<file path="config.mk">
export PLATFORM = sky130hd
export DESIGN_NAME = robot_safety_supervisor_fsm_top_flat
export DESIGN_NICKNAME = d
export VERILOG_FILES = /design/src/rtl/core/rss_pkg.sv /design/src/rtl/core/rss_if.sv /design/src/rtl/core/rss_front.sv /design/src/rtl/core/rss_queue.sv /design/src/rtl/core/rss_back.sv /design/src/rtl/core/robot_safety_supervisor_fsm_top.sv /design/src/flat_wrapper.sv
export SDC_FILE = /design/constraint.sdc
export NUM_CORES = 1
export LEC_CHECK = 0
export BUFFER_PORTS_ARGS = -buffer_cell sky130_fd_sc_hd__buf_2
export CORE_ASPECT_RATIO = 0.8
export CORE_UTILIZATION = 50
export DETAILED_ROUTE_END_ITERATION = 7
export PLACE_DENSITY = 0.71
export SYNTH_ARGS = -nofsm -noshare
export SYNTH_HDL_FRONTEND = slang
export SYNTH_SLANG_ARGS = --single-unit
</file>
<file path="constraint.sdc">
create_clock -name clk_i -period 5.9 [get_ports clk_i]
set_clock_uncertainty 0.15 [all_clocks]
set_input_delay 0.885 -clock clk_i [delete_from_list [all_inputs] [get_ports clk_i]]
set_output_delay 0.885 -clock clk_i [all_outputs]
set_load 0.02 [all_outputs]
</file>
<file path="src/rtl/core/rss_pkg.sv">
// Shared types and codes for the robot safety supervisor.
// No dependencies; every other file of the block imports this package.
package rss_pkg;

  localparam int unsigned RssQueueDepth = 2;

  localparam int unsigned NumModules = 9;

  // Fault kinds, in the encoding of the fault_kind result field.
  localparam logic [2:0] FaultNone      = 3'd0;
  localparam logic [2:0] FaultLink      = 3'd1;
  localparam logic [2:0] FaultArmState  = 3'd2;
  localparam logic [2:0] FaultBadStatus = 3'd3;
  localparam logic [2:0] FaultNoCmd     = 3'd4;
  localparam logic [2:0] FaultBadCmd    = 3'd5;
  localparam logic [2:0] FaultPktLost   = 3'd6;

  // Supervisor request codes carried by a command.
  localparam logic [1:0] ReqEnableHw   = 2'd1;
  localparam logic [1:0] ReqEnableCtrl = 2'd2;

  // Output modes.
  localparam logic [1:0] ModeSafeValid = 2'd0;
  localparam logic [1:0] ModeSafeAll   = 2'd1;
  localparam logic [1:0] ModePassThru  = 2'd2;

  typedef struct packed {
    logic [8:0]  link_ok_mask;
    logic [1:0]  arm_state_bad_mask;
    logic [8:0]  nan_status_mask;
    logic [7:0]  nan_submodule;
    logic        cmd_received;
    logic        cmd_has_nan;
    logic [3:0]  cmd_bad_module;
    logic [7:0]  cmd_bad_submodule;
    logic [31:0] cmd_sequence;
    logic        sc_request_valid;
    logic [1:0]  sc_request;
    logic [1:0]  arm_monitor_mask;
  } in_data_t;

  typedef struct packed {
    logic [1:0]  state_code;
    logic        fault_flag;
    logic [2:0]  fault_kind;
    logic [3:0]  fault_module;
    logic [7:0]  fault_submodule;
    logic [31:0] tick_count;
    logic        hardware_ok;
    logic [1:0]  output_mode;
    logic [4:0]  safe_device_mask;
    logic [1:0]  arm_start_mask;
  } out_data_t;

  typedef struct packed {
    logic       flag;
    logic [2:0] kind;
    logic [3:0] module_id;
    logic [7:0] submodule;
  } fault_t;

  // One classified tick, as handed from the front end to the back end.
  typedef struct packed {
    fault_t      hw_fault;
    logic        all_ok;
    logic [4:0]  safe_mask;
    logic        cmd_received;
    logic        cmd_has_nan;
    logic [3:0]  cmd_bad_module;
    logic [7:0]  cmd_bad_submodule;
    logic [31:0] cmd_sequence;
    logic        held_valid;
    logic [1:0]  held_request;
    logic [1:0]  monitor_mask;
  } entry_t;

endpackage

</file>
<file path="src/rtl/core/rss_if.sv">
// Valid/ready channel interfaces for the input ticks and the results.
// Depends on rss_pkg for the payload types.
interface rss_in_if;
  import rss_pkg::*;
  logic     valid;
  logic     ready;
  in_data_t data;
  modport source (output valid, output data, input ready);
  modport sink (input valid, input data, output ready);
endinterface

interface rss_out_if;
  import rss_pkg::*;
  logic      valid;
  logic      ready;
  out_data_t data;
  modport source (output valid, output data, input ready);
  modport sink (input valid, input data, output ready);
endinterface

</file>
<file path="src/rtl/core/rss_front.sv">
// Front end: accepts ticks, merges arm links with the previous tick, encodes
// the first module fault and tracks the held supervisor request. Uses rss_pkg.
module rss_front (
  input  logic            clk_i,
  input  logic            rst_ni,
  rss_in_if.sink          in_i,
  input  logic            q_ready_i,
  output logic            push_o,
  output rss_pkg::entry_t entry_o
);
  import rss_pkg::*;

  logic [1:0] prev_link_q, prev_link_d;
  logic       held_valid_q, held_valid_d;
  logic [1:0] held_req_q, held_req_d;
  logic [8:0] valid_mask;
  fault_t     fault;
  in_data_t   d;

  assign d        = in_i.data;
  assign in_i.ready = q_ready_i;
  assign push_o   = in_i.valid && q_ready_i;

  always_comb begin
    valid_mask[1:0] = (prev_link_q | d.link_ok_mask[1:0]) & ~d.arm_state_bad_mask
                      & ~d.nan_status_mask[1:0];
    valid_mask[8:2] = d.link_ok_mask[8:2] & ~d.nan_status_mask[8:2];
  end

  // Priority encoder: checks are applied from last to first so that the
  // earliest check in the fixed order wins.
  always_comb begin
    fault = '{flag: 1'b0, kind: FaultNone, module_id: 4'd0, submodule: 8'd0};
    for (int i = NumModules - 1; i >= 2; i--) begin
      if (d.nan_status_mask[i]) begin
        fault = '{flag: 1'b1, kind: FaultBadStatus, module_id: 4'(i + 1),
                  submodule: d.nan_submodule};
      end
      if (!d.link_ok_mask[i]) begin
        fault = '{flag: 1'b1, kind: FaultLink, module_id: 4'(i + 1), submodule: 8'd0};
      end
    end
    for (int i = 1; i >= 0; i--) begin
      if (d.nan_status_mask[i]) begin
        fault = '{flag: 1'b1, kind: FaultBadStatus, module_id: 4'(i + 1),
                  submodule: d.nan_submodule};
      end
    end
    for (int i = 1; i >= 0; i--) begin
      if (d.arm_state_bad_mask[i]) begin
        fault = '{flag: 1'b1, kind: FaultArmState, module_id: 4'(i + 1), submodule: 8'd0};
      end
    end
    for (int i = 1; i >= 0; i--) begin
      if (!(prev_link_q[i] || d.link_ok_mask[i])) begin
        fault = '{flag: 1'b1, kind: FaultLink, module_id: 4'(i + 1), submodule: 8'd0};
      end
    end
  end

  always_comb begin
    prev_link_d  = prev_link_q;
    held_valid_d = held_valid_q;
    held_req_d   = held_req_q;
    if (push_o) begin
      prev_link_d = d.link_ok_mask[1:0];
      if (d.cmd_received) begin
        held_valid_d = d.sc_request_valid;
        held_req_d   = d.sc_request;
      end
    end
  end

  always_comb begin
    entry_o.hw_fault          = fault;
    entry_o.all_ok            = &valid_mask;
    entry_o.safe_mask         = {valid_mask[8:6], valid_mask[1:0]};
    entry_o.cmd_received      = d.cmd_received;
    entry_o.cmd_has_nan       = d.cmd_has_nan;
    entry_o.cmd_bad_module    = d.cmd_bad_module;
    entry_o.cmd_bad_submodule = d.cmd_bad_submodule;
    entry_o.cmd_sequence      = d.cmd_sequence;
    entry_o.held_valid        = held_valid_d;
    entry_o.held_request      = held_req_d;
    entry_o.monitor_mask      = d.arm_monitor_mask;
  end

  always_ff @(posedge clk_i or negedge rst_ni) begin
    if (!rst_ni) begin
      prev_link_q  <= 2'b11;
      held_valid_q <= 1'b0;
      held_req_q   <= 2'd0;
    end else begin
      prev_link_q  <= prev_link_d;
      held_valid_q <= held_valid_d;
      held_req_q   <= held_req_d;
    end
  end

endmodule

</file>
<file path="src/rtl/core/rss_queue.sv">
// Short FIFO of classified ticks between the front end and the back end.
// Uses rss_pkg for the entry type.
module rss_queue #(
  parameter int unsigned Depth = rss_pkg::RssQueueDepth
) (
  input  logic            clk_i,
  input  logic            rst_ni,
  input  logic            push_i,
  input  rss_pkg::entry_t entry_i,
  output logic            ready_o,
  input  logic            pop_i,
  output logic            valid_o,
  output rss_pkg::entry_t entry_o
);
  import rss_pkg::*;

  localparam int unsigned PtrW = (Depth > 1) ? $clog2(Depth) : 1;
  localparam int unsigned CntW = $clog2(Depth + 1);

  entry_t            mem_q [Depth];
  logic [PtrW-1:0]   wptr_q, wptr_d, rptr_q, rptr_d;
  logic [CntW-1:0]   cnt_q, cnt_d;

  assign ready_o = (cnt_q != CntW'(Depth));
  assign valid_o = (cnt_q != '0);
  assign entry_o = mem_q[rptr_q];

  always_comb begin
    wptr_d = wptr_q;
    rptr_d = rptr_q;
    cnt_d  = cnt_q;
    if (push_i) begin
      wptr_d = (wptr_q == PtrW'(Depth - 1)) ? '0 : wptr_q + 1'b1;
    end
    if (pop_i) begin
      rptr_d = (rptr_q == PtrW'(Depth - 1)) ? '0 : rptr_q + 1'b1;
    end
    if (push_i && !pop_i) begin
      cnt_d = cnt_q + 1'b1;
    end else if (pop_i && !push_i) begin
      cnt_d = cnt_q - 1'b1;
    end
  end

  always_ff @(posedge clk_i) begin
    if (push_i) begin
      mem_q[wptr_q] <= entry_i;
    end
  end

  always_ff @(posedge clk_i or negedge rst_ni) begin
    if (!rst_ni) begin
      wptr_q <= '0;
      rptr_q <= '0;
      cnt_q  <= '0;
    end else begin
      wptr_q <= wptr_d;
      rptr_q <= rptr_d;
      cnt_q  <= cnt_d;
    end
  end

endmodule

</file>
<file path="src/rtl/core/rss_back.sv">
// Back end: command checks against the packet counter, the supervisor state
// machine and the result register. Uses rss_pkg and rss_out_if.
module rss_back (
  input  logic            clk_i,
  input  logic            rst_ni,
  input  logic            q_valid_i,
  input  rss_pkg::entry_t entry_i,
  output logic            pop_o,
  rss_out_if.source       out_o
);
  import rss_pkg::*;

  typedef enum logic [1:0] {
    StDown     = 2'd0,
    StDisabled = 2'd1,
    StEnabled  = 2'd2,
    StControl  = 2'd3
  } state_e;

  state_e      state_q, state_d;
  logic [31:0] counter_q, counter_d;
  logic        out_valid_q, out_valid_d;
  out_data_t   out_q, out_d;
  fault_t      fault;
  logic        cmd_ok;

  assign pop_o       = q_valid_i && (!out_valid_q || out_o.ready);
  assign out_o.valid = out_valid_q;
  assign out_o.data  = out_q;

  always_comb begin
    fault  = entry_i.hw_fault;
    cmd_ok = 1'b0;
    if (!entry_i.cmd_received) begin
      if (!fault.flag) begin
        fault = '{flag: 1'b1, kind: FaultNoCmd, module_id: 4'd0, submodule: 8'd0};
      end
    end else if (entry_i.cmd_has_nan) begin
      if (!fault.flag) begin
        fault = '{flag: 1'b1, kind: FaultBadCmd, module_id: entry_i.cmd_bad_module,
                  submodule: entry_i.cmd_bad_submodule};
      end
    end else if (state_q != StDown && entry_i.cmd_sequence != counter_q) begin
      if (!fault.flag) begin
        fault = '{flag: 1'b1, kind: FaultPktLost, module_id: 4'd0, submodule: 8'd0};
      end
    end else begin
      cmd_ok = 1'b1;
    end
  end

  always_comb begin
    state_d = state_q;
    case (state_q)
      StDown: begin
        if (entry_i.all_ok) state_d = StDisabled;
      end
      StDisabled: begin
        if (!entry_i.all_ok) begin
          state_d = StDown;
        end else if (entry_i.held_valid && entry_i.held_request == ReqEnableHw) begin
          state_d = StEnabled;
        end
      end
      StEnabled: begin
        if (!entry_i.all_ok) begin
          state_d = StDown;
        end else if (cmd_ok && entry_i.held_valid
                     && entry_i.held_request == ReqEnableCtrl) begin
          state_d = StControl;
        end
      end
      StControl: begin
        if (!entry_i.all_ok) begin
          state_d = StDown;
        end else if (!cmd_ok) begin
          state_d = StEnabled;
        end
      end
      default: state_d = StDown;
    endcase
  end

  always_comb begin
    out_d                  = out_q;
    out_valid_d            = out_valid_q && !out_o.ready;
    counter_d              = counter_q;
    if (pop_o) begin
      counter_d                  = counter_q + 32'd1;
      out_valid_d                = 1'b1;
      out_d.state_code           = state_d;
      out_d.fault_flag           = fault.flag;
      out_d.fault_kind           = fault.kind;
      out_d.fault_module         = fault.module_id;
      out_d.fault_submodule      = fault.submodule;
      out_d.tick_count           = counter_d;
      out_d.hardware_ok          = entry_i.all_ok;
      out_d.safe_device_mask     = 5'd0;
      out_d.arm_start_mask       = 2'd0;
      case (state_d)
        StDown: begin
          out_d.output_mode      = ModeSafeValid;
          out_d.safe_device_mask = entry_i.safe_mask;
        end
        StControl: out_d.output_mode = ModePassThru;
        default: begin
          out_d.output_mode = ModeSafeAll;
          if (state_d == StEnabled && entry_i.held_valid
              && entry_i.held_request == ReqEnableHw) begin
            out_d.arm_start_mask = entry_i.monitor_mask;
          end
        end
      endcase
    end
  end

  always_ff @(posedge clk_i or negedge rst_ni) begin
    if (!rst_ni) begin
      state_q     <= StDown;
      counter_q   <= 32'd1;
      out_valid_q <= 1'b0;
      out_q       <= '0;
    end else begin
      state_q     <= pop_o ? state_d : state_q;
      counter_q   <= counter_d;
      out_valid_q <= out_valid_d;
      out_q       <= out_d;
    end
  end

endmodule

</file>
<file path="src/rtl/core/robot_safety_supervisor_fsm_top.sv">
// Top level of the robot safety supervisor: front end, tick queue, back end.
// Depends on rss_pkg, rss_if, rss_front, rss_queue and rss_back.

// The supervisor takes one tick per clock cycle on in_i while the queue has
// room and delivers one result per tick on out_o, in order, through the queue
// and the back end's result register. The front end merges each arm's link
// flag with the previous tick's, finds the first module fault in the fixed
// check order and keeps the last supervisor request that came with a command.
// The back end checks the command (missing, invalid numbers, or a sequence
// number that differs from the packet counter once the hardware is up),
// steps the four-state supervisor and forms the output mode, the safe-device
// mask and the arm start requests. A short queue of QueueDepth classified
// ticks sits between the two, so the front end keeps accepting ticks while
// a finished result waits on out_o; in_i.ready drops only when that queue
// is full. The sustained rate is one tick per cycle while out_o is not
// stalled, as the back end updates its state for every tick that it pops.
module robot_safety_supervisor_fsm_top #(
  parameter int unsigned QueueDepth = rss_pkg::RssQueueDepth
) (
  input  logic      clk_i,
  input  logic      rst_ni,
  rss_in_if.sink    in_i,
  rss_out_if.source out_o
);
  import rss_pkg::*;

  // Front end to queue.
  logic   push;
  logic   q_ready;
  entry_t front_entry;

  // Queue to back end.
  logic   q_valid;
  logic   pop;
  entry_t back_entry;

  rss_front u_front (
    .clk_i     (clk_i),
    .rst_ni    (rst_ni),
    .in_i      (in_i),
    .q_ready_i (q_ready),
    .push_o    (push),
    .entry_o   (front_entry)
  );

  rss_queue #(
    .Depth (QueueDepth)
  ) u_queue (
    .clk_i   (clk_i),
    .rst_ni  (rst_ni),
    .push_i  (push),
    .entry_i (front_entry),
    .ready_o (q_ready),
    .pop_i   (pop),
    .valid_o (q_valid),
    .entry_o (back_entry)
  );

  rss_back u_back (
    .clk_i     (clk_i),
    .rst_ni    (rst_ni),
    .q_valid_i (q_valid),
    .entry_i   (back_entry),
    .pop_o     (pop),
    .out_o     (out_o)
  );

endmodule

</file>
<file path="src/flat_wrapper.sv">
// flat-port wrapper written by rule: the top's interface ports become plain ports
module robot_safety_supervisor_fsm_top_flat import rss_pkg::*;
#(
  parameter int unsigned QueueDepth = rss_pkg::RssQueueDepth
)
  (clk_i, rst_ni, in_i_valid, in_i_data, in_i_ready, out_o_valid, out_o_data, out_o_ready);
  rss_in_if in_i_i ();
  rss_out_if out_o_i ();
  input  logic clk_i;
  input  logic rst_ni;
  input wire logic [$bits(in_i_i.valid)-1:0] in_i_valid;
  input wire logic [$bits(in_i_i.data)-1:0] in_i_data;
  output wire logic [$bits(in_i_i.ready)-1:0] in_i_ready;
  output wire logic [$bits(out_o_i.valid)-1:0] out_o_valid;
  output wire logic [$bits(out_o_i.data)-1:0] out_o_data;
  input wire logic [$bits(out_o_i.ready)-1:0] out_o_ready;
  assign in_i_i.valid = in_i_valid;
  assign in_i_i.data = in_i_data;
  assign in_i_ready = in_i_i.ready;
  assign out_o_valid = out_o_i.valid;
  assign out_o_data = out_o_i.data;
  assign out_o_i.ready = out_o_ready;
  robot_safety_supervisor_fsm_top #(.QueueDepth(QueueDepth)) u_core (.clk_i(clk_i), .rst_ni(rst_ni), .in_i(in_i_i), .out_o(out_o_i));
endmodule
</file>
# --- Word level (Yosys, flattened, before mapping) ---
# Memories as Yosys holds them, arrays and structs flattened.
# Cells that the tools add are included.
op_classes:
  addsub: 5
  n_eq_ne: 9
  muxes: 52
  bitwise: 7
  n_reduce_logical: 25
ops:
  columns: ["operator", "n"]
  rows:
  - ["$mux 16", 23]
  - ["$mux 15", 3]
  - ["$add 32x1->32 const B", 1]
  - ["$ne 32x32->1", 1]
  - ["$mux 2", 13]
  - ["$logic_and 1x1->1", 11]
  - ["$eq 2x2->1 const B", 5]
  - ["$mux 1", 10]
  - ["$reduce_and 9->1", 1]
  - ["$pmux 2 s4", 1]
  - ["$and 7x7->7", 1]
  - ["$not 7->7", 1]
  - ["$reduce_bool 2->1", 3]
  - ["$mux 5", 1]
  - ["$and 2x2->2", 2]
  - ["$eq 2x1->1 const B", 2]
  - ["$logic_not 1->1", 4]
  - ["$logic_not 2->1", 2]
  - ["$not 2->2", 2]
  - ["$pmux 2 s2", 1]
  - ["$logic_or 1x1->1", 3]
  - ["$add 1x1->1 const B", 2]
  - ["$add 2x1->2 const B", 1]
  - ["$ne 2x2->1 const B", 1]
  - ["other kinds (3)", 3]
word_totals:
  register_bits: 102
  mem_bits_rw: 146
  in_bits: 83
  out_inout_bits: 62
  elab_cells: 117
  mem_count: 1
mem_list:
  columns: ["memory", "depth", "width", "rd", "rd_ports_with_merged_regs", "wr", "line_no", "rtl"]
  rows:
  - ["u_core.u_queue.mem_q", 2, 73, 1, 0, 1, "rss_queue.sv:20", "entry_t mem_q [Depth];"]

# --- Logic depth before layout (Yosys ltp) ---
logic_depth:
  word_depth: 20
  depth_mapped: 12
  ltp_nobuf: 10

# --- Modules after synthesis ---
# A second synthesis with hierarchy kept.
hier_totals:
  cells_unflattened: 772
  area_unflattened_um2: 10363.7
by_module_without_submodules:
  columns: ["mod", "n_inst", "cells_per_inst", "area_each_um2", "seq_area_each_um2"]
  rows:
  - ["rss_queue", 1, 243, 5704.2, 4484.3]
  - ["rss_back", 1, 395, 3649.8, 1552.7]
  - ["rss_front", 1, 134, 1009.7, 127.6]

# --- Least setup slack after synthesis ---
# Ideal clock, no wire load.
synth_path:
  kind: "in2reg"
  start: "in in_i_valid"
  end: "mem u_core.u_queue.mem_q[0][0] in the netlist's numbering, enable pin"
  setup_ps: 503
  arrival_ps: 4033
  t_required_ps: 5247
  path_slack_ps: 1214
  path_stages: 2
  n_path_buf: 0
  cell_sequence: "nand2_1 > nor2_1"
synth_between:
  elab_chain_len: 3
synth_rtl:
  columns: ["item", "line_no", "rtl"]
  rows:
  - ["from (decl)", "flat_wrapper.sv:11", "input wire logic [$bits(in_i_i.valid)-1:0] in_i_valid;"]
  - ["$logic_and 1x1->1", "rss_front.sv:22", "assign push_o = in_i.valid && q_ready_i;"]
  - ["$mux 1", "rss_queue.sv:46", "if (push_i) begin"]
  - ["$mux 1 (implied by the code)", "rss_queue.sv:47", "mem_q[wptr_q] <= entry_i;"]
  - ["to (decl)", "rss_queue.sv:20", null]
# No other way between the ends.

# --- Worst setup path after layout ---
layout_path:
  start: "reg u_core.u_queue.rptr_q"
  end: "reg u_core.u_back.out_q (netlist bit u_core.u_back.out_o.data[1])"
layout_between:
  elab_chain_len: 16
  word_cells_on_any_way: 27
  classes_between: "5 x eq/ne; 13 x mux; 8 x reduce/logical; 1 x memory"
layout_rtl:
  columns: ["item", "line_no", "rtl"]
  rows:
  - ["from (decl)", "rss_queue.sv:21", "logic [PtrW-1:0] wptr_q, wptr_d, rptr_q, rptr_d;"]
  - ["from (signal assigned)", "rss_queue.sv:58", "rptr_q <= rptr_d;"]
  - ["$mem_v2 2x73 *", null, null]
  - ["$ne 32x32->1", "rss_back.sv:43", "end else if (state_q != StDown && entry_i.cmd_sequence != counter_q) begin"]
  - ["$logic_and 1x1->1", "rss_back.sv:43", null]
  - ["$mux 1", "rss_back.sv:43", null]
  - ["$mux 1", "rss_back.sv:38", "end else if (entry_i.cmd_has_nan) begin"]
  - ["$mux 1", "rss_back.sv:34", "if (!entry_i.cmd_received) begin"]
  - ["$logic_and 1x1->1", "rss_back.sv:68", "end else if (cmd_ok && entry_i.held_valid"]
  - ["$logic_and 1x1->1", "rss_back.sv:69", "&& entry_i.held_request == ReqEnableCtrl) begin"]
  - ["$mux 2", "rss_back.sv:68", null]
  - ["$mux 2", "rss_back.sv:66", "if (!entry_i.all_ok) begin"]
  - ["$pmux 2 s4", "rss_back.sv:54", "case (state_q)"]
  - ["$eq 2x2->1", "rss_back.sv:108", "if (state_d == StEnabled && entry_i.held_valid"]
  - ["$logic_and 1x1->1", "rss_back.sv:108", null]
  - ["$logic_and 1x1->1", "rss_back.sv:109", "&& entry_i.held_request == ReqEnableHw) begin"]
  - ["$mux 2", "rss_back.sv:108", null]
  - ["$mux 2 *", "rss_back.sv:100", "case (state_d)"]
  - ["to (signal assigned)", "rss_back.sv:127", "out_q <= out_d;"]
  - ["to (decl)", "rss_back.sv:23", "out_data_t out_q, out_d;"]
# Mark *: on every way between the ends. The rest lies on a longest branch, timed or not.
# A chain may end at the register's enable or synchronous reset.

==> flow_summary_export.csv <==
group,metric,value,unit
floorplan,dieHeight,124,µm
placement,post-place-ws,2.18,ns
yosys,synth-async-reset-ratio,0.330,
yosys,synth_seq_area_share,0.658,
yosys,synth_ff_type,"edfxtp_1",
clock_tree,cts_max_level,1,
clock_tree,ctsLongestPathBuffers,3,
timing,max-slew-margin-rel,0.279,
timing,hold_violations,0,
detailed_routing,first_pass_iters,5,
placement,hpwlAfterDp,12900,µm
power,combPwrFrac,0.278,
power,p_leak,4.43,nW
timing,post-route-period-util,0.636,
detailed_routing,wire_per_inst,18.4,µm
yosys,synth_adder_area_share,0.00675,
worst_setup_path,end_kind,"flop",
floorplan,dieArea,0.0191,mm²
clock_tree,hold_buffers,0,
global_routing,grt_pass1_vias,5393,
worst_setup_path,criticalPathCategory,"flop to flop",
yosys,avgSynthCellArea,14.0,µm²
worst_setup_path,critPathLaunchType,"flop",
floorplan,start_util,0.510,
power,netSwitchingFraction,0.325,
detailed_routing,via_per_inst,5.43,
detailed_routing,postRouteWirelength,18900,µm
detailed_routing,via_count,5586,
yosys,muxShareOfSynthArea,0.0823,
power,ir_worst_vdd,0.339,mV
floorplan,rows,44,
clock_tree,cts_buffers,22,
yosys,synthTopCellsByArea,"edfxtp_1, dfrtp_1, mux2i_1, xnor2_1, buf_4",
power,clkPwrFrac,0.265,
placement,place_area,0.00999,mm²
yosys,yosys.cell_types.count,45,
finish,final_nets,872,
clock_tree,cts.repair.resized,0,
floorplan,pin_count,145,
clock_tree,postCtsSetupRepairBufs,0,
finish,stdcell_area,0.0107,mm²
yosys,synth-compound-area-share,0.0565,
global_routing,grt_use_total,0.197,
power,p_seq_frac,0.457,
detailed_routing,drc_errors,0,
yosys,synthCells,663,
yosys,synth_top_cell_by_area,"edfxtp_1",
clock_tree,cts_tree,"built",
clock_tree,clock_insertion_delay_worst_skew,0.50,ns
worst_setup_path,crit_path_cell_trace,"buf_4, mux2i_1, xnor2_1, nor4_2, nand4_1, nor3_1, o21bai_1, ha_1, nand4b_1, o21ai_0",
global_routing,grt_overflow,0,
yosys,synth_top_area_share,0.466,
yosys,synth_simple_gate_area_frac,0.0865,
timing,fin_crit,3.75,ns
yosys,synth_edf_count,144,
finish,layout-drive-gt1-share,0.274,
min_path,min_path_type,"flop to flop",
power,power.density,476,mW/mm²
global_routing,grt_max_degree,73,
yosys,ys_warn_count,0,
yosys,synth_top_family_by_area,"simple AND/OR/NAND/NOR gates",
clock_tree,root_buffer,"clkbuf_16",
global_routing,grt_first_pass_wirelength,29000,µm
floorplan,core,0.0182,mm²
placement,port_buffers,144,
timing,fin_setup_tns,0,ns
global_routing,antenna_found_initial,0,
worst_setup_path,slowest_stage,"dfrtp_4",
job,cap_violations,0,
finish,area_delta_synth_final,15.3,%
worst_setup_path,worst-path-max-fanout,56,
yosys,synth_area,0.00927,mm²
run_status,status,"complete, no violations",
timing,layout_setup_ws,2.15,ns
power,power,5.09,mW
power,p_int,3.43,mW
worst_setup_path,cp.arrival,4.01,ns
timing,rsz0062_at_grt,"false",
detailed_routing,ant_nets,0,
clock_tree,clk_pin_slew,0.06,ns
detailed_routing,drt_iter0_markers,371,
worst_setup_path,crit_required,6.16,ns
yosys,synth-xor-area-share,0.0642,
yosys,syn_nets,751,
timing,tightestPinTransition,1.08,ns
power,power.switching,1.66,mW
finish,diodes,0,
timing,setup_viol,0,
timing,slew_viol_final,0,
worst_setup_path,max_stage_delay,1.05,ns
yosys,synth_seq_cells,215,
floorplan,die_w,154,µm
clock_tree,clock_sinks,215,
timing,max_freq,267,MHz
placement,place.gp.congestion,0.791,
==> stage by stage <==
stage           util  instances  hold WS [ns]
2_1_floorplan      -        663         0.311
3_3_place_gp   0.550        990         0.315
3_5_place_dp   0.550        990         0.329
4_1_cts        0.589       1028         0.349
5_1_grt        0.589       1028         0.371
6_report       0.589       1028         0.348
==> area by class of cell <==
class	count	area [µm²]
timing repair buffer	148	753
fill	1446	7470
clock buffer	33	653
sequential	215	6110
clock inverter	5	52.6
multi-input combinational	376	2760
inverter	21	78.8
tap	230	288
==> synth_stat cells (3+ instances only) <==
library cell,instances
a21o_1,5
a21oi_1,23
a22o_1,5
a31oi_1,3
and3_1,8
buf_2,10
buf_4,31
buf_6,3
clkbuf_1,7
dfrtp_1,68
dfstp_2,3
edfxtp_1,144
ha_1,5
inv_1,21
mux2_2,18
mux2i_1,56
nand2_1,47
nand2b_1,6
nand3_1,9
nand4_1,12
nand4b_1,3
nor2_1,46
nor2b_1,6
nor3_1,5
nor4_1,6
o21ai_0,8
o221ai_2,11
o22ai_1,3
xnor2_1,57
xor2_1,11
==> logic make-up (layout without fill, tap and decap cells) <==
kind of cell             after synthesis  count (layout)
flip-flops                           215             215
AND/OR/NAND/NOR                      160             160
multiplexers                          74              74
buffers and inverters                 72             207
AO/OA/AOI/OAI                         69              69
XOR/XNOR                              68              68
adder cells (fa/ha/maj)                5               5
==> critical path: cells and delay by family (launching register included) <==
kind,cells,cell delay [ns]
compound gates,2,0.35
xor+xnor,1,0.11
fa+ha+maj,1,0.34
buf+inv,1,0.46
flops,1,1.05
mux,1,0.28
simple gates,4,0.88
==> power groups by stage <==
stage                     Sequential [mW]  Combinational (mW)  Clock (mW)
after CTS                            2.33                1.43        1.37
after floorplan                      2.32                1.06           0
after global placement               2.35                1.38           0
final                                2.33                1.42        1.35
after detailed placement             2.36                1.42           0
after global routing                 2.37                1.55        1.44
==> sequential cells by signal (all words and copies together), names as in the netlist <==
register                     cells
u_core.u_back.counter_q         32
u_core.u_back.out_o.data        29
u_core.u_back.out_o.valid        1
u_core.u_front.held_req_q        2
u_core.u_front.held_valid_q      1
u_core.u_front.prev_link_q       2
u_core.u_queue.cnt_q             2
u_core.u_queue.mem_q           144
u_core.u_queue.rptr_q            1
u_core.u_queue.wptr_q            1
==> path summary, 6_finish.rpt <==
check,cells past startpoint,slack (ns),endpoint,startpoint
setup / recovery,10,2.15,u_core.u_back.out_o.data[1]$_DFFE_PN0P_,u_core.u_queue.rptr_q$_DFFE_PN0P_
hold / removal,2,0.35,u_core.u_back.out_o.data[10]$_DFFE_PN0P_,u_core.u_back.out_o.data[10]$_DFFE_PN0P_
setup reg to reg,10,2.15,u_core.u_back.out_o.data[1]$_DFFE_PN0P_,u_core.u_queue.rptr_q$_DFFE_PN0P_
hold reg to reg,2,0.35,u_core.u_back.out_o.data[10]$_DFFE_PN0P_,u_core.u_back.out_o.data[10]$_DFFE_PN0P_
max in group asynchronous,1,4.50,u_core.u_queue.rptr_q$_DFFE_PN0P_,rst_ni
min in group asynchronous,1,0.38,u_core.u_back.counter_q[20]$_DFFE_PN0P_,rst_ni
==> layer usage <==
metal,track usage,part of all wire,vias up
li1,-,-,2621
met1,0.285,0.47,2779
met2,0.308,0.46,162
met3,0.0393,0.058,24
met4,0.0526,0.014,0
met5,0,0,-
==> cell usage in the layout (no fill, tap or decap), drive strengths merged, types with 13 or more instances in the layout <==
master / n
o221ai: 13
mux2i: 56
xnor2: 57
nor2: 46
inv: 22
buf: 148
dfrtp: 68
clkbuf: 33
nand2: 47
mux2: 18
a21oi: 23
edfxtp: 144
(Power assumes the default switching activity.)
